===== src/design/qat_pkg.sv =====
// shared types and constants for the quoted argument tokenizer
`default_nettype none
package qat_pkg;

	localparam int ARG_LEN     = 512;
	localparam int MAX_ARGS    = 128;
	localparam int LEN_W       = 10;
	localparam int IDX_W       = 7;
	localparam int QUEUE_DEPTH = 4;
	localparam int PTR_W       = $clog2(QUEUE_DEPTH);
	localparam int CNT_W       = PTR_W + 1;

	localparam logic [7:0] CH_NUL    = 8'h00;
	localparam logic [7:0] CH_SPACE  = 8'h20;
	localparam logic [7:0] CH_BSLASH = 8'h5C;
	localparam logic [7:0] CH_SQUOTE = 8'h27;
	localparam logic [7:0] CH_DQUOTE = 8'h22;

	typedef enum logic [1:0] {
		OP_BYTE = 2'd0,
		OP_PAIR = 2'd1,
		OP_END  = 2'd2,
		OP_EOL  = 2'd3
	} op_t;

	typedef enum logic [1:0] {
		KIND_BYTE = 2'd0,
		KIND_END  = 2'd1,
		KIND_EOL  = 2'd2
	} kind_t;

	typedef enum logic [1:0] {
		QM_NONE   = 2'd0,
		QM_SINGLE = 2'd1,
		QM_DOUBLE = 2'd2
	} qmode_t;

	typedef struct packed {
		op_t        op;
		logic [7:0] ch;
	} cmd_t;

endpackage
`default_nettype wire


===== src/design/qat_front.sv =====
// front end: quote and escape parsing, turns bytes into commands
`default_nettype none
module qat_front
	import qat_pkg::*;
(
	input  wire logic       clk,
	input  wire logic       arst_n,
	input  wire logic       accept,
	input  wire logic [7:0] ch,
	output logic            push,
	output cmd_t            cmd
);

	logic   in_arg_q, in_arg_n;
	qmode_t qm_q, qm_n;
	logic   esc_q, esc_n;
	logic   has_op;
	logic   is_q;
	qmode_t q;

	always_comb begin
		in_arg_n = in_arg_q;
		qm_n     = qm_q;
		esc_n    = esc_q;
		has_op   = 1'b0;
		cmd.op   = OP_BYTE;
		cmd.ch   = ch;
		is_q     = (ch == CH_SQUOTE) || (ch == CH_DQUOTE);
		q        = (ch == CH_SQUOTE) ? QM_SINGLE : QM_DOUBLE;
		priority if (ch == CH_NUL) begin
			has_op   = 1'b1;
			cmd.op   = OP_EOL;
			in_arg_n = 1'b0;
			qm_n     = QM_NONE;
			esc_n    = 1'b0;
		end else if (ch == CH_SPACE && !in_arg_q) begin
			has_op = 1'b0;
		end else if (ch == CH_SPACE && qm_q == QM_NONE) begin
			has_op   = 1'b1;
			cmd.op   = OP_END;
			in_arg_n = 1'b0;
		end else begin
			in_arg_n = 1'b1;
			priority if (is_q && esc_q && qm_q == q) begin
				has_op = 1'b1;
				esc_n  = 1'b0;
			end else if (is_q && qm_q == QM_NONE) begin
				qm_n = q;
			end else if (is_q && qm_q == q) begin
				qm_n = QM_NONE;
			end else if (ch == CH_BSLASH && esc_q) begin
				has_op = 1'b1;
				esc_n  = 1'b0;
			end else if (ch == CH_BSLASH) begin
				esc_n = 1'b1;
			end else begin
				has_op = 1'b1;
				esc_n  = 1'b0;
				cmd.op = (esc_q && qm_q != QM_NONE) ? OP_PAIR : OP_BYTE;
			end
		end
	end

	assign push = accept && has_op;

	always_ff @(posedge clk or negedge arst_n) begin
		if (!arst_n) begin
			in_arg_q <= 1'b0;
			qm_q     <= QM_NONE;
			esc_q    <= 1'b0;
		end else if (accept) begin
			in_arg_q <= in_arg_n;
			qm_q     <= qm_n;
			esc_q    <= esc_n;
		end
	end

endmodule
`default_nettype wire


===== src/design/qat_fifo.sv =====
// command queue between front and back end
`default_nettype none
module qat_fifo
	import qat_pkg::*;
(
	input  wire logic clk,
	input  wire logic arst_n,
	input  wire logic push,
	input  wire cmd_t wr_cmd,
	input  wire logic pop,
	output cmd_t      rd_cmd,
	output logic      full,
	output logic      not_empty
);

	cmd_t             mem [QUEUE_DEPTH];
	logic [PTR_W-1:0] wr_ptr_q;
	logic [PTR_W-1:0] rd_ptr_q;
	logic [CNT_W-1:0] count_q;

	assign full      = (count_q == CNT_W'(QUEUE_DEPTH));
	assign not_empty = (count_q != '0);
	assign rd_cmd    = mem[rd_ptr_q];

	always_ff @(posedge clk) begin
		if (push) begin
			mem[wr_ptr_q] <= wr_cmd;
		end
	end

	always_ff @(posedge clk or negedge arst_n) begin
		if (!arst_n) begin
			wr_ptr_q <= '0;
			rd_ptr_q <= '0;
			count_q  <= '0;
		end else begin
			if (push) begin
				wr_ptr_q <= wr_ptr_q + PTR_W'(1);
			end
			if (pop) begin
				rd_ptr_q <= rd_ptr_q + PTR_W'(1);
			end
			if (push && !pop) begin
				count_q <= count_q + CNT_W'(1);
			end else if (pop && !push) begin
				count_q <= count_q - CNT_W'(1);
			end
		end
	end

endmodule
`default_nettype wire


===== src/design/qat_back.sv =====
// back end: length and count tracking, result beat generation
`default_nettype none
module qat_back
	import qat_pkg::*;
(
	input  wire logic              clk,
	input  wire logic              arst_n,
	input  wire cmd_t              head,
	input  wire logic              head_valid,
	output logic                   pop,
	output logic                   m_tvalid,
	input  wire logic              m_tready,
	output kind_t                  kind,
	output logic [7:0]             out_char,
	output logic [IDX_W-1:0]       arg_index,
	output logic                   dropped,
	output logic                   last
);

	logic [LEN_W-1:0] len_q, len_n;
	logic [IDX_W-1:0] cnt_q, cnt_n;
	logic             phase_q;
	logic             valid_q;
	kind_t            kind_q, kind_n;
	logic [7:0]       char_q, char_n;
	logic [IDX_W-1:0] idx_q;
	logic             drop_q, drop_n;
	logic             last_q, last_n;
	logic             load;
	logic             len_over;
	logic             args_full;
	logic             is_end;
	logic             is_eol;

	assign load      = head_valid && (!valid_q || m_tready);
	assign len_over  = (len_q >= LEN_W'(ARG_LEN - 1));
	assign args_full = (cnt_q >= IDX_W'(MAX_ARGS - 1));
	assign is_end    = (head.op == OP_END) ||
	                   (head.op == OP_EOL && !phase_q && len_q != '0);
	assign is_eol    = (head.op == OP_EOL) && !is_end;

	always_comb begin
		len_n  = len_q;
		cnt_n  = cnt_q;
		kind_n = KIND_BYTE;
		char_n = head.ch;
		drop_n = len_over || args_full;
		last_n = 1'b1;
		priority if (is_end) begin
			kind_n = KIND_END;
			char_n = '0;
			drop_n = args_full;
			last_n = (head.op == OP_END);
			len_n  = '0;
			if (!args_full) begin
				cnt_n = cnt_q + IDX_W'(1);
			end
		end else if (is_eol) begin
			kind_n = KIND_EOL;
			char_n = '0;
			drop_n = 1'b0;
			len_n  = '0;
			cnt_n  = '0;
		end else begin
			if (head.op == OP_PAIR && !phase_q) begin
				char_n = CH_BSLASH;
				last_n = 1'b0;
			end
			if (!len_over) begin
				len_n = len_q + LEN_W'(1);
			end
		end
	end

	assign pop = load && last_n;

	always_ff @(posedge clk or negedge arst_n) begin
		if (!arst_n) begin
			len_q   <= '0;
			cnt_q   <= '0;
			phase_q <= 1'b0;
			valid_q <= 1'b0;
		end else begin
			if (load) begin
				len_q   <= len_n;
				cnt_q   <= cnt_n;
				phase_q <= !last_n;
				valid_q <= 1'b1;
			end else if (m_tready) begin
				valid_q <= 1'b0;
			end
		end
	end

	always_ff @(posedge clk) begin
		if (load) begin
			kind_q <= kind_n;
			char_q <= char_n;
			idx_q  <= cnt_q;
			drop_q <= drop_n;
			last_q <= last_n;
		end
	end

	assign m_tvalid  = valid_q;
	assign kind      = kind_q;
	assign out_char  = char_q;
	assign arg_index = idx_q;
	assign dropped   = drop_q;
	assign last      = last_q;

	a_eol_closes: assert property (@(posedge clk) disable iff (!arst_n)
		valid_q && kind_q == KIND_EOL |-> last_q && !drop_q)
		else $error("end of line beat not final or flagged dropped");

	a_eol_clears: assert property (@(posedge clk) disable iff (!arst_n)
		load && is_eol |=> len_q == '0 && cnt_q == '0)
		else $error("counters not cleared after end of line");

	a_phase_holds_head: assert property (@(posedge clk) disable iff (!arst_n)
		phase_q |-> head_valid && (head.op == OP_PAIR || head.op == OP_EOL))
		else $error("second beat pending without its command");

	a_len_bound: assert property (@(posedge clk) disable iff (!arst_n)
		len_q <= LEN_W'(ARG_LEN - 1))
		else $error("argument length beyond limit");

endmodule
`default_nettype wire


===== src/design/quoted_argument_tokenizer_core.sv =====
// top level of the quoted argument tokenizer
//
// input channel s_*: one command-line byte per beat in s_tdata; byte 0 ends
// the line. output channel m_*: one result per beat, kind in m_tuser, the
// argument byte, argument number and drop flag in m_tdata, m_tlast on the
// final result caused by an input byte.
// the front end parses quotes and escapes and accepts a byte every cycle
// while its four-entry command queue has room; the back end tracks argument
// length and count and fills a single output register.
// with the queue empty, a byte is written into the queue and then loaded into
// the output register, which raises m_tvalid. throughput: one byte per cycle
// while the queue has room; a byte that yields two results (lone backslash
// before a byte in quotes, or argument end before end of line) holds the back
// end for a second beat, absorbed by the queue while it has room.
// when m_tready is low the output register holds its beat, the queue fills
// and s_tready drops once four commands wait.
// reset clears the parse state, counters, queue and output valid.
`default_nettype none
module quoted_argument_tokenizer_core
	import qat_pkg::*;
(
	input  wire logic        clk,
	input  wire logic        arst_n,
	input  wire logic        s_tvalid,
	output logic             s_tready,
	input  wire logic [7:0]  s_tdata,   // [7:0] ch
	output logic             m_tvalid,
	input  wire logic        m_tready,
	output logic [15:0]      m_tdata,   // [7:0] out_char, [14:8] arg_index, [15] dropped
	output logic [1:0]       m_tuser,   // [1:0] kind
	output logic             m_tlast
);

	logic             accept;
	logic             push;
	cmd_t             wr_cmd;
	cmd_t             head;
	logic             pop;
	logic             full;
	logic             not_empty;
	kind_t            kind;
	logic [7:0]       out_char;
	logic [IDX_W-1:0] arg_index;
	logic             dropped;

	assign s_tready = !full;
	assign accept   = s_tvalid && s_tready;

	qat_front u_front (
		.clk    (clk),
		.arst_n (arst_n),
		.accept (accept),
		.ch     (s_tdata),
		.push   (push),
		.cmd    (wr_cmd)
	);

	qat_fifo u_fifo (
		.clk       (clk),
		.arst_n    (arst_n),
		.push      (push),
		.wr_cmd    (wr_cmd),
		.pop       (pop),
		.rd_cmd    (head),
		.full      (full),
		.not_empty (not_empty)
	);

	qat_back u_back (
		.clk        (clk),
		.arst_n     (arst_n),
		.head       (head),
		.head_valid (not_empty),
		.pop        (pop),
		.m_tvalid   (m_tvalid),
		.m_tready   (m_tready),
		.kind       (kind),
		.out_char   (out_char),
		.arg_index  (arg_index),
		.dropped    (dropped),
		.last       (m_tlast)
	);

	assign m_tdata = {dropped, arg_index, out_char};
	assign m_tuser = kind;

endmodule
`default_nettype wire

===== config.mk =====
export PLATFORM = sky130hd
export DESIGN_NAME = quoted_argument_tokenizer_core
export DESIGN_NICKNAME = d
export VERILOG_FILES = /design/src/design/qat_pkg.sv /design/src/design/qat_front.sv /design/src/design/qat_fifo.sv /design/src/design/qat_back.sv /design/src/design/quoted_argument_tokenizer_core.sv
export SDC_FILE = /design/constraint.sdc
export NUM_CORES = 1
export LEC_CHECK = 0
export BUFFER_PORTS_ARGS = -buffer_cell sky130_fd_sc_hd__buf_2
export CAP_MARGIN = 15
export CORE_MARGIN = 1
export CORE_UTILIZATION = 38
export CTS_BUF_LIST = sky130_fd_sc_hd__clkbuf_8
export DETAILED_ROUTE_END_ITERATION = 8
export SKIP_LAST_GASP = 1
export SYNTH_ARGS = -nofsm -noshare
export SYNTH_HDL_FRONTEND = slang
export SYNTH_SLANG_ARGS = --single-unit
export TNS_END_PERCENT = 5

===== constraint.sdc =====
create_clock -name clk -period 2.5 [get_ports clk]
set_input_delay 0.5 -clock clk [delete_from_list [all_inputs] [get_ports clk]]
set_output_delay 0.5 -clock clk [all_outputs]
set_load 0.01 [all_outputs]

==> impl_summary.txt, run 1 <==
----------------------------------------------------
[Run status]
  Run status ... finished clean

[GRT]
  Vias in the first global route ... roughly 2500
  Largest net degree at the start of global routing ... 31
  Initial antenna violation count ... 0
  Total global routing overflow ... 0
  Wire length of the first global-routing pass ... 12300 um
  GRT Total Usage ... 14.5%

[Die]
  Cell row count ... 36
  Die Outline Area ... between 0.01 and 0.015 mm^2
  Chip Height ... 104 um
  Effective utilization at floorplan ... ~40%
  Number of I/O pins ... 33
  Horizontal die dimension ... 104 um
  Total core area ... 0.00995 mm^2

[Timing]
  Final setup violation count ... 0
  Transition time at the pin with the least slew margin ... between 0.7 and 0.8 ns
  Period utilization ... a little over nine tenths
  Hold Slack ... 0.202 ns
  Least setup slack across all paths after layout ... ~0.086 ns
  Peak Freq ... 0.414 GHz
  Final count of pins violating max slew ... 0
  Final critical delay including setup and external delays ... 2.41 ns
  Final number of hold-violating endpoints ... 0
  Worst setup skew after layout ... 0.0166 ns
  Max_slew headroom ... 52.2%

[Place]
  Final weighted congestion in routability-driven placement ... 0.833
  Area after DPL ... approximately 0.0045 mm^2
  Placed cell count ... 474
  Setup slack after placement ... -0.0821 ns
  IO buf count ... 32
  HPWL after DPL ... 5210 um

[Layout]
  Share of the core filled with cells in the final layout ... 47.3%
  Most frequent standard cell in the layout excluding fill and tap cells ... edfxtp_1
  Area Growth Syn to Fin ... 18.8%
  Fin nets ... 374
  Non-Filler Instances ... 491
  Highest-count cells in the layout ignoring fill and taps ... 59 x edfxtp_1, 32 x buf_2, 29 x dfrtp_1
  Number of diodes added for antenna fixing ... 0
  Share of post-route cells with drive strength above 1 ... 27.9%
  Post-route cell area ... around 0.0047 mm^2
  Fillers ... 876

[CTS]
  Number of buffers created by CTS ... 9
  Root Buffer Master ... clkbuf_8
  Number of buffers on the longest clock path ... 2
  H-tree lvl count ... 3
  Clock-pin slew of the registers on the worst-case setup and hold paths ... approximately 0.090 ns
  Clock tree from TritonCTS ... built
  Sinks on Clock Net ... 89
  Number of hold buffers added after CTS ... 0
  Insertion delay to the later sink of the worst-skew pair ... 0.35 ns

[Flow run]
  Max-cap check violation count ... 0

[Synth]
  Main synth FF type ... edfxtp_1
  Cell area after synthesis ... between 0.003 and 0.004 mm^2
  Post-Syn Area per Cell ... 13.6 um^2
  Ys async rst share ... 33.7%
  Count of flip-flops with a built-in enable after synthesis ... 59
  Ys Warns ... 0
  Distinct cells, synth ... 52
  Seq/Total Area, Yosys ... 63.6%
  Yosys reg bits ... 89
  Net count after synthesis ... 313
  Count of mapped cells out of synthesis ... roughly 290

[Route]
  Post-route DRC ... 0
  Routed WL ... 7320 um
  DR vias ... 2521
  First-iteration detailed-routing DRC count ... 133
  Drt first pass iters ... 4
  Avg Vias per Cell ... just over 5
  Routed len/inst ... 14.9 um
  Post-route antenna net violation count ... 0

[Critical path]
  Top fanout value on the critical path ... 4
  Arrival time of data at the critical path endpoint ... between 2 and 3 ns
  Setup Crit Path Kind ... reg2reg
  Req. time, crit path ... 2.74 ns
  Launching element type of the critical path ... flip-flop
  Endpoint type of the worst setup path ... flip-flop

[Power and ir drop]
  Static leakage ... 0.00182 uW
  Worst vdd ir ... 0.473 mV
  Power per unit of standard cell area ... ~1000 mW/mm^2

[Hold path]
  Worst hold-check path type ... in2async

----------------------------------------------------
worst max-delay path: stages (launching register included):
cell,delay (ns)
dfrtp_2,0.42
mux4_2,0.52
and2b_1,0.18
a21bo_2,0.21
nand2_2,0.07
ha_2,0.17
inv_1,0.08
fa_1,0.41
mux2_2,0.26
area by class of cell:
type	instances	area (um^2)	area share (%)
clock buffers	9	124	2.63
clock inverters	7	78.8	1.67
inverters	10	41.3	0.877
multi-input cells	184	1370	29.2
flip-flops and latches	89	2520	53.6
well taps	133	166	3.53
repair buffers	59	400	8.50
layer usage:
metal	vias to the layer above	global-route usage [%]	share of wire (%)
li1	1214	-	-
met1	1240	20.0	48
met2	60	23.1	47
met3	7	2.32	3.3
met4	0	5.41	1.1
met5	-	0	0
report_power, final:
part           switching, uW  internal, uW  total, uW  leakage (uW)
Clock                    520           473        992      0.000103
Sequential               191          2030       2220      0.000935
Combinational            886           827       1710      0.000787
Total                   1600          3330       4920       0.00182
state kept, by name (all words and copies together) (netlist names):
name	flops
u_front.qm_q	2
u_back.len_q	10
u_back.m_tvalid	1
u_back.phase_q	1
u_fifo.mem	40
u_back.cnt_q	7
u_fifo.count_q	3
u_back.last	1
u_front.in_arg_q	1
u_back.out_char	8
u_back.dropped	1
u_back.arg_index	7
u_front.esc_q	1
u_fifo.rd_ptr_q	2
u_fifo.wr_ptr_q	2
u_back.kind	2
cells in the mapped netlist, drive strengths merged, types with 2 or more instances:
cell type   n  area share (%)
mux2        2            0.57
a21oi       6            0.85
inv        10            0.95
or2         3            0.47
and2        8             1.3
nor2       26             2.5
or3         5            0.79
edfxtp     59              45
buf         7             1.0
xnor2       6             1.3
clkbuf      2            0.19
and3        4            0.63
a31oi       3            0.47
o21a        2            0.38
nor2b       7             1.1
o211ai      2            0.38
mux4       10             5.7
xor2        8             1.8
nand3       8             1.0
nor3        6            0.76
o21ai      11             1.4
nand4       3            0.47
nor4        7             1.1
nand2b      2            0.32
o2bb2ai     2            0.44
a21o        3            0.57
o2111ai     2            0.44
ha          8             2.5
nand2      18             1.7
dfrtp      30              19
and4        3            0.66
final timing paths:
| kind | from | endpoint | slack (ns) | depth (start not counted) |
|---|---|---|---|---|
| setup / recovery | u_fifo.rd_ptr_q[0] | u_fifo.count_q[1] | 0.09 | 8 |
| max in group asynchronous | arst_n | u_fifo.rd_ptr_q[0] | 1.78 | 1 |
| hold reg to reg | u_back.cnt_q[4] | u_back.arg_index[4] | 0.50 | 0 |
| setup reg to reg | u_fifo.rd_ptr_q[0] | u_fifo.count_q[1] | 0.09 | 8 |
| hold / removal | arst_n | u_fifo.wr_ptr_q[1] | 0.20 | 1 |
| min in group clk | s_tdata[5] | u_fifo.mem[3][5] | 0.44 | 1 |
kinds of logic after synthesis:
group                      count (synthesis)  synth area share, %
AOI/OAI and AO/OA                         41                 7.20
xor gates and xnor gates                  14                 3.09
adders and majority gates                  9                 3.03
buffers and inverters                     19                 2.15
DFF                                       89                 63.6
muxes                                     12                 6.25
and+or+nand+nor                          108                 14.6
through the flow:
stage / setup TNS [ns] / power [uW]
6_report: 0 / 4920
5_1_grt: -0.00190 / 5260
4_1_cts: 0 / 4960
3_5_place_dp: -0.0831 / 3970
3_3_place_gp: -0.0218 / 3940
2_1_floorplan: 0 / 3310
repair_timing:
item,in CTS,in global routing
resized for setup,0,1
buffers inserted,0,1
setup endpoints to repair,0,2
(Power assumes the default switching activity.)
==> inputs of run 2 (changes only) <==
--- a/config.mk
+++ b/config.mk
@@ -7,12 +7,13 @@
 export LEC_CHECK = 0
 export BUFFER_PORTS_ARGS = -buffer_cell sky130_fd_sc_hd__buf_2
 export CAP_MARGIN = 15
-export CORE_MARGIN = 1
+export CORE_MARGIN = 2
 export CORE_UTILIZATION = 38
 export CTS_BUF_LIST = sky130_fd_sc_hd__clkbuf_8
 export DETAILED_ROUTE_END_ITERATION = 8
 export SKIP_LAST_GASP = 1
 export SYNTH_ARGS = -nofsm -noshare
 export SYNTH_HDL_FRONTEND = slang
+export SYNTH_HIERARCHICAL = 1
 export SYNTH_SLANG_ARGS = --single-unit
 export TNS_END_PERCENT = 5
==> constraint.sdc (replaced) <==
create_clock -name clk -period 2.9 [get_ports clk]
set_input_delay 0.58 -clock clk [delete_from_list [all_inputs] [get_ports clk]]
set_output_delay 0.58 -clock clk [all_outputs]
set_load 0.01 [all_outputs]
==> impl_summary.txt, run 2 <==
----------------------------------------------------
[Flow run]
  Max-cap check violation count ... 0 (unchanged)

[Die]
  Total core area ... 0.0108 mm^2 (+8.9%)
  Horizontal die dimension ... 109 um (+4.9%)
  Cell row count ... 38 (+5.6%)
  Chip Height ... 109 um (+4.9%)
  Number of I/O pins ... 33 (unchanged)
  Die Outline Area ... 0.0119 mm^2 (+10%)
  Effective utilization at floorplan ... 38.8% (-0.99 points)

[GRT]
  Largest net degree at the start of global routing ... 31 (unchanged)
  Vias in the first global route ... 2710 (+8.7%)
  Initial antenna violation count ... 0 (unchanged)
  GRT Total Usage ... 15.4% (+0.87 points)
  Met2 Use GR ... 24.4% (+1.3 points)
  Wire length of the first global-routing pass ... 13700 um (+12%)
  Total global routing overflow ... 0 (unchanged)
  Fraction of met3 tracks used by global routing ... 3.95% (+1.6 points)
  Most used routing layer in global routing ... met2
  GR Util met1 ... 20.2% (+0.28 points)

[Place]
  HPWL after DPL ... 5690 um (+9.3%)
  Placed cell count ... 485 (+2.3%)
  IO buf count ... 32 (unchanged)
  Final weighted congestion in routability-driven placement ... 0.869 (+4.3%)

[Route]
  DR vias ... 2673 (+6.0%)
  Routed WL ... 8190 um (+12%)
  Post-route DRC ... 0 (unchanged)
  Routed len/inst ... 16.3 um (+9.6%)
  Post-route antenna net violation count ... 0 (unchanged)
  Avg Vias per Cell ... 5.34 (+3.9%)
  First-iteration detailed-routing DRC count ... 119 (-11%)
  Drt first pass iters ... 4 (unchanged)

[Run status]
  Run status ... finished clean

[Timing]
  Post-route setup TNS ... 0 ns (unchanged)
  Final critical delay including setup and external delays ... 2.73 ns (+0.314 ns)
  Worst setup skew after layout ... 0.0141 ns (-0.00255 ns)
  Period utilization ... 94.1% (-2.5 points)
  Final number of hold-violating endpoints ... 0 (unchanged)
  Peak Freq ... 0.367 GHz (-11%)
  Unrepaired setup endpoints after global routing ... false
  Final setup violation count ... 0 (unchanged)
  Max_slew headroom ... 50.9% (-1.3 points)
  Transition time at the pin with the least slew margin ... 0.737 ns (+0.0197 ns)
  Final count of pins violating max slew ... 0 (unchanged)

[Synth]
  Net count after synthesis ... 339 (+8.3%)
  Ys async rst share ... 33.7% (unchanged)
  Count of mapped cells out of synthesis ... 318 (+8.9%)
  Count of flip-flops with a built-in enable after synthesis ... 59 (unchanged)
  Seq/Total Area, Yosys ... 59.9% (-3.7 points)
  Leading area contributor after synthesis ... edfxtp_1
  Ys Warns ... 6 (+6)
  Cell area after synthesis ... 0.00421 mm^2 (+6.2%)
  Area contributors post-synth ... edfxtp_1 42%, dfrtp_1 18%, mux4_2 4.3%, ha_1 2.4%, nor2_1 2.3%
  Post-synth top area share ... 42.1% (-2.6 points)
  Post-Syn Area per Cell ... 13.2 um^2 (-2.5%)
  Yosys reg bits ... 89 (unchanged)
  Distinct cells, synth ... 64 (+23%)
  Cell with the most instances after synthesis ... edfxtp_1
  Main synth FF type ... edfxtp_1
  Post-synth top cells ... 59 x edfxtp_1, 30 x dfrtp_1, 26 x nor2_1

[Critical path]
  Start point of the critical path ... u_fifo/rd_ptr_q[0]
  Launching element type of the critical path ... flip-flop
  Req. time, crit path ... 3.16 ns (+0.42 ns)
  Arrival time of data at the critical path endpoint ... 2.98 ns (+0.33 ns)
  Startpoint of the lowest-slack register-to-register path ... u_fifo/rd_ptr_q[0]
  Endpoint type of the worst setup path ... flip-flop
  Setup Crit Path Kind ... reg2reg
  Top fanout value on the critical path ... 6 (+2)

[Layout]
  Fillers ... 1016 (+16%)
  Share of post-route cells with drive strength above 1 ... 23.3% (-4.7 points)
  Non-Filler Instances ... 501 (+2.0%)
  Top register by number of flip-flops ... u_fifo/mem
  Highest-count cells in the layout ignoring fill and taps ... 59 x edfxtp_1, 32 x buf_2, 30 x dfrtp_1
  Max FFs per register ... 40 (unchanged)
  Number of diodes added for antenna fixing ... 0 (unchanged)
  Fin nets ... 377 (+0.80%)
  Most frequent standard cell in the layout excluding fill and tap cells ... edfxtp_1
  Area Growth Syn to Fin ... 11.4%

[Power and ir drop]
  Static leakage ... 0.00176 uW (-3.5%)
  Switching power total ... 1490 uW (-7.0%)
  Worst vdd ir ... 0.458 mV (-3.1%)
  Sequential fraction of design power ... 47.0% (+1.9 points)
  Power per unit of standard cell area ... 901 mW/mm^2 (-14%)
  Internal power contribution ... 2740 uW (-18%)
  Part of the total power dissipated in combinational logic ... 34.6% (-0.2 points)
  Relative contribution of the clock network to total power ... 18.4% (-1.8 points)
  Switching portion of total power ... 35.2% (+2.7 points)

[CTS]
  Number of buffers added for setup after CTS ... 0 (unchanged)
  Insertion delay to the later sink of the worst-skew pair ... 0.37 ns (+0.02 ns)
  Clock tree from TritonCTS ... built
  Number of hold buffers added after CTS ... 0 (unchanged)
  H-tree lvl count ... 3 (unchanged)
  Number of buffers created by CTS ... 9 (unchanged)
  Root Buffer Master ... clkbuf_8
  Sinks on Clock Net ... 89 (unchanged)
  Clock-pin slew of the registers on the worst-case setup and hold paths ... 0.10 ns (about the same)
  Number of buffers on the longest clock path ... 2 (unchanged)

[Hold path]
  Worst hold-check path type ... in2async

----------------------------------------------------
## run 2: area by class of cell
class | count | area (um^2) | area share [%]
multi-input combinational | 192 | 1480 | 31.5
sequential | 89 | 2520 | 53.8
inverter | 18 | 67.6 | 1.44
timing repair buffer | 46 | 265 | 5.66
clock buffer | 9 | 124 | 2.64
clock inverter | 7 | 55.1 | 1.17
tap | 140 | 175 | 3.74
## run 2: power groups by stage
| stage | clock network, uW | logic [uW] | registers (uW) |
|---|---|---|---|
| 2_1_floorplan | 0 | 996 | 2020 |
| 3_3_place_gp | 0 | 1440 | 2000 |
| 3_5_place_dp | 0 | 1480 | 2020 |
| 4_1_cts | 808 | 1480 | 1990 |
| 5_1_grt | 857 | 1640 | 2030 |
| 6_report | 777 | 1460 | 1990 |
## run 2: final timing paths
check                                    end  slack [ns]  cells past startpoint
max in group asynchronous    u_back/len_q[8]        2.16                      1
min in group clk            u_fifo/mem[1][6]        0.46                      1
max reg2reg                u_fifo/count_q[1]        0.17                     10
min                           u_back/phase_q        0.27                      1
max                        u_fifo/count_q[1]        0.17                     10
min reg2reg                u_fifo/count_q[2]        0.49                      1
## run 2: logic make-up after synthesis
group,synth area share (%)
DFF,59.9
AOI/OAI and AO/OA,9.01
adders and majority gates,2.85
muxes,6.78
and+or+nand+nor,15.2
xor gates and xnor gates,1.25
buffers and inverters,5.02
## run 2: worst max-delay path, cell delays in order (launching register included)
cell,delay (ns)
dfrtp_1,0.43
mux4_2,0.53
nor2b_2,0.21
inv_1,0.06
a41oi_1,0.05
nor2_1,0.29
inv_1,0.10
ha_1,0.21
inv_1,0.07
fa_1,0.40
mux2_2,0.27
## run 2: layer usage
layer / routed length [um] / up-vias
met3: 345 / 10
li1: - / 1271
met4: 121 / 0
met5: 0 / -
met1: 3770 / 1332
met2: 3950 / 60
## run 2: stage by stage
stage	instance area [um^2]	worst slack, ns	power (uW)	util (%)	hold slack [ns]
after global placement	4510	0.0767	3450	41.6	0.472
after CTS	4680	0.0986	4280	43.2	0.274
after detailed placement	4510	0.0374	3500	41.6	0.476
after floorplan	4210	0.112	3020	-	0.284
after global routing	4690	0.000839	4530	43.2	0.307
final	4690	0.172	4220	43.2	0.267
## run 2: timing repair
action | 4_1_cts | 5_1_grt
gates resized for setup | 0 | 1
setup endpoints to repair | 0 | 2
hold endpoints to repair | 0 | 0
==> inputs of run 3 (changes only) <==
--- a/config.mk
+++ b/config.mk
@@ -11,6 +11,7 @@
 export CORE_UTILIZATION = 38
 export CTS_BUF_LIST = sky130_fd_sc_hd__clkbuf_8
 export DETAILED_ROUTE_END_ITERATION = 8
+export GPL_TIMING_DRIVEN = 0
 export SKIP_LAST_GASP = 1
 export SYNTH_ARGS = -nofsm -noshare
 export SYNTH_HDL_FRONTEND = slang
==> impl_summary.txt, run 3 (synthesized netlist as in run 2, its figures left out) <==
----------------------------------------------------
[Place]
  HPWL after DPL ... 5750 um (+0.99%)
  Final weighted congestion in routability-driven placement ... 0.844 (-2.9%)
  Placed cell count ... 489 (+0.82%)
  IO buf count ... 31 (-3.1%)

[Timing]
  Unrepaired setup endpoints after global routing ... true
  Final setup violation count ... 0 (unchanged)
  Max_slew headroom ... 39.3% (-12 points)
  Peak Freq ... 0.359 GHz (-2.1%)
  Post-route setup TNS ... 0 ns (unchanged)
  Period utilization ... 96.1% (+2.0 points)
  Final count of pins violating max slew ... 0 (unchanged)
  Final number of hold-violating endpoints ... 0 (unchanged)
  Worst setup skew after layout ... 0.00966 ns (-0.00440 ns)
  Final critical delay including setup and external delays ... 2.79 ns (+0.0577 ns)
  Transition time at the pin with the least slew margin ... 0.905 ns (+0.168 ns)

[Power and ir drop]
  Relative contribution of the clock network to total power ... 17.4% (-1.0 points)
  Part of the total power dissipated in combinational logic ... 36.5% (+1.9 points)
  Sequential fraction of design power ... 46.1% (-0.9 points)
  Internal power contribution ... 2780 uW (+1.7%)
  Static leakage ... 0.00179 uW (+1.9%)
  Worst vdd ir ... 0.343 mV (-25%)
  Switching portion of total power ... 35.1% (-0.055 points)
  Power per unit of standard cell area ... 900 mW/mm^2 (-0.16%)
  Switching power total ... 1510 uW (+1.4%)

[Hold path]
  Worst hold-check path type ... in2async

[GRT]
  Met2 Use GR ... 23.9% (-0.53 points)
  Largest net degree at the start of global routing ... 31 (unchanged)
  GR Util met1 ... 19.7% (-0.48 points)
  Wire length of the first global-routing pass ... 13500 um (-1.7%)
  Most used routing layer in global routing ... met2
  GRT Total Usage ... 15.0% (-0.33 points)
  Total global routing overflow ... 0 (unchanged)
  Fraction of met3 tracks used by global routing ... 3.77% (-0.18 points)
  Initial antenna violation count ... 0 (unchanged)
  Vias in the first global route ... 2709 (-0.037%)

[Route]
  Post-route DRC ... 0 (unchanged)
  Avg Vias per Cell ... 5.29 (-0.90%)
  DR vias ... 2686 (+0.49%)
  First-iteration detailed-routing DRC count ... 137 (+15%)
  Routed WL ... 8250 um (+0.79%)
  Routed len/inst ... 16.2 um (-0.59%)
  Post-route antenna net violation count ... 0 (unchanged)
  Drt first pass iters ... 4 (unchanged)

[Critical path]
  Worst r2r dst ... u_fifo/count_q[1]
  Cell chain of the critical path ... buf_8 > mux4_2 > nor2b_4 > inv_1 > a41oi_4 > nor2_2 > inv_1 > ha_1 > inv_1 > fa_1 > mux2_2
  Slowest-stage cell, CP ... mux4_2
  Launching element type of the critical path ... flip-flop
  CP most frequent cell ... inv_1
  Setup Crit Path Kind ... reg2reg
  Req. time, crit path ... 3.14 ns (-0.02 ns)
  Top fanout value on the critical path ... 10 (+4)
  Slack of the worst reg-to-reg path ... 0.11 ns (-0.06 ns)
  Largest stage delay on the critical path ... 0.59 ns (+0.06 ns)
  Arrival time of data at the critical path endpoint ... 3.03 ns (+0.05 ns)
  Startpoint of the lowest-slack register-to-register path ... u_fifo/rd_ptr_q[0]
  Endpoint type of the worst setup path ... flip-flop
  R2R cell count ... 11 (+1)

[Layout]
  Area Growth Syn to Fin ... 13.3%
  Max FFs per register ... 40 (unchanged)
  Highest-count cells in the layout ignoring fill and taps ... 59 x edfxtp_1, 32 x buf_2, 29 x dfrtp_1
  Top register by number of flip-flops ... u_fifo/mem
  Share of the core filled with cells in the final layout ... 44.0% (+0.75 points)
  Most frequent standard cell in the layout excluding fill and tap cells ... edfxtp_1
  Non-Filler Instances ... 508 (+1.4%)
  Number of diodes added for antenna fixing ... 0 (unchanged)
  Fin nets ... 384 (+1.9%)
  Share of post-route cells with drive strength above 1 ... 25.0% (+1.7 points)

[CTS]
  Clock-pin slew of the registers on the worst-case setup and hold paths ... 0.09 ns (about the same)
  Number of hold buffers added after CTS ... 0 (unchanged)
  Root Buffer Master ... clkbuf_8
  Sinks on Clock Net ... 89 (unchanged)
  H-tree lvl count ... 3 (unchanged)
  Clock tree from TritonCTS ... built
  Number of buffers created by CTS ... 9 (unchanged)
  Number of buffers on the longest clock path ... 2 (unchanged)
  Insertion delay to the later sink of the worst-skew pair ... 0.36 ns (about the same)

[Die]
  Cell row count ... 38 (unchanged)
  Chip Height ... 109 um (unchanged)
  Effective utilization at floorplan ... 38.8% (unchanged)
  Die Outline Area ... 0.0119 mm^2 (unchanged)
  Number of I/O pins ... 33 (unchanged)
  Total core area ... 0.0108 mm^2 (unchanged)
  Horizontal die dimension ... 109 um (unchanged)

[Flow run]
  Max-cap check violation count ... 0 (unchanged)

[Run status]
  Run status ... finished clean

----------------------------------------------------
[run 3: through the flow]
step	total power [uW]	worst slack, ns	hold WS [ns]	instance area [um^2]
floorplan	3020	0.112	0.284	4210
global placement	3460	-0.234	0.467	4540
detailed placement	3500	-0.324	0.474	4540
CTS	4290	0.00531	0.287	4730
global route	4600	-0.0284	0.317	4770
finish	4290	0.114	0.278	4770
[run 3: area by class of cell]
| type | instances | area [um^2] |
|---|---|---|
| clock inverters | 7 | 46.3 |
| repair buffers | 34 | 178 |
| flip-flops and latches | 89 | 2520 |
| clock buffers | 9 | 124 |
| inverters | 18 | 67.6 |
| well taps | 140 | 175 |
| plain buffers | 19 | 148 |
| multi-input cells | 192 | 1510 |
| fillers | 1025 | 6070 |
[run 3: layer usage]
layer  part of all wire, %  up-vias
met3                   3.8       13
li1                      -     1287
met5                     0        -
met1                    47     1320
met2                    48       66
met4                   2.1        0
[run 3: power groups by stage]
stage / Combinational, uW / Clock, uW / Sequential, uW
2_1_floorplan: 996 / 0 / 2020
3_3_place_gp: 1470 / 0 / 1990
3_5_place_dp: 1490 / 0 / 2010
4_1_cts: 1540 / 771 / 1980
5_1_grt: 1750 / 826 / 2020
6_report: 1570 / 745 / 1980
[run 3: what timing repair did]
| action | CTS | global route |
|---|---|---|
| buffers inserted | 1 | 2 |
| setup endpoints to repair | 2 | 2 |
| gates resized for setup | 4 | 4 |
| pin swaps | 1 | 0 |
[run 3: worst max-delay path by stage]
stage | from | slack [ns] | end | cells after the start
global route | u_fifo/rd_ptr_q[0] | -0.03 | u_fifo/count_q[1] | 11
floorplan | s_tdata[5] | 0.11 | u_fifo/count_q[1] | 9
global placement | u_fifo/rd_ptr_q[0] | -0.23 | u_fifo/count_q[2] | 13
finish | u_fifo/rd_ptr_q[0] | 0.11 | u_fifo/count_q[1] | 11
CTS | u_fifo/rd_ptr_q[0] | 0.005 | u_fifo/count_q[2] | 12
detailed placement | u_fifo/rd_ptr_q[0] | -0.32 | u_fifo/count_q[2] | 13
[run 3: worst max-delay path, delay by kind of cell, from the launching register on]
family,cells,cell delay [ns]
buffers and inverters,4,0.39
AND/OR/NAND/NOR,2,0.35
AO/OA/AOI/OAI,1,0.05
adder cells (fa/ha/maj),2,0.61
multiplexers,2,0.86
flip-flops,1,0.41
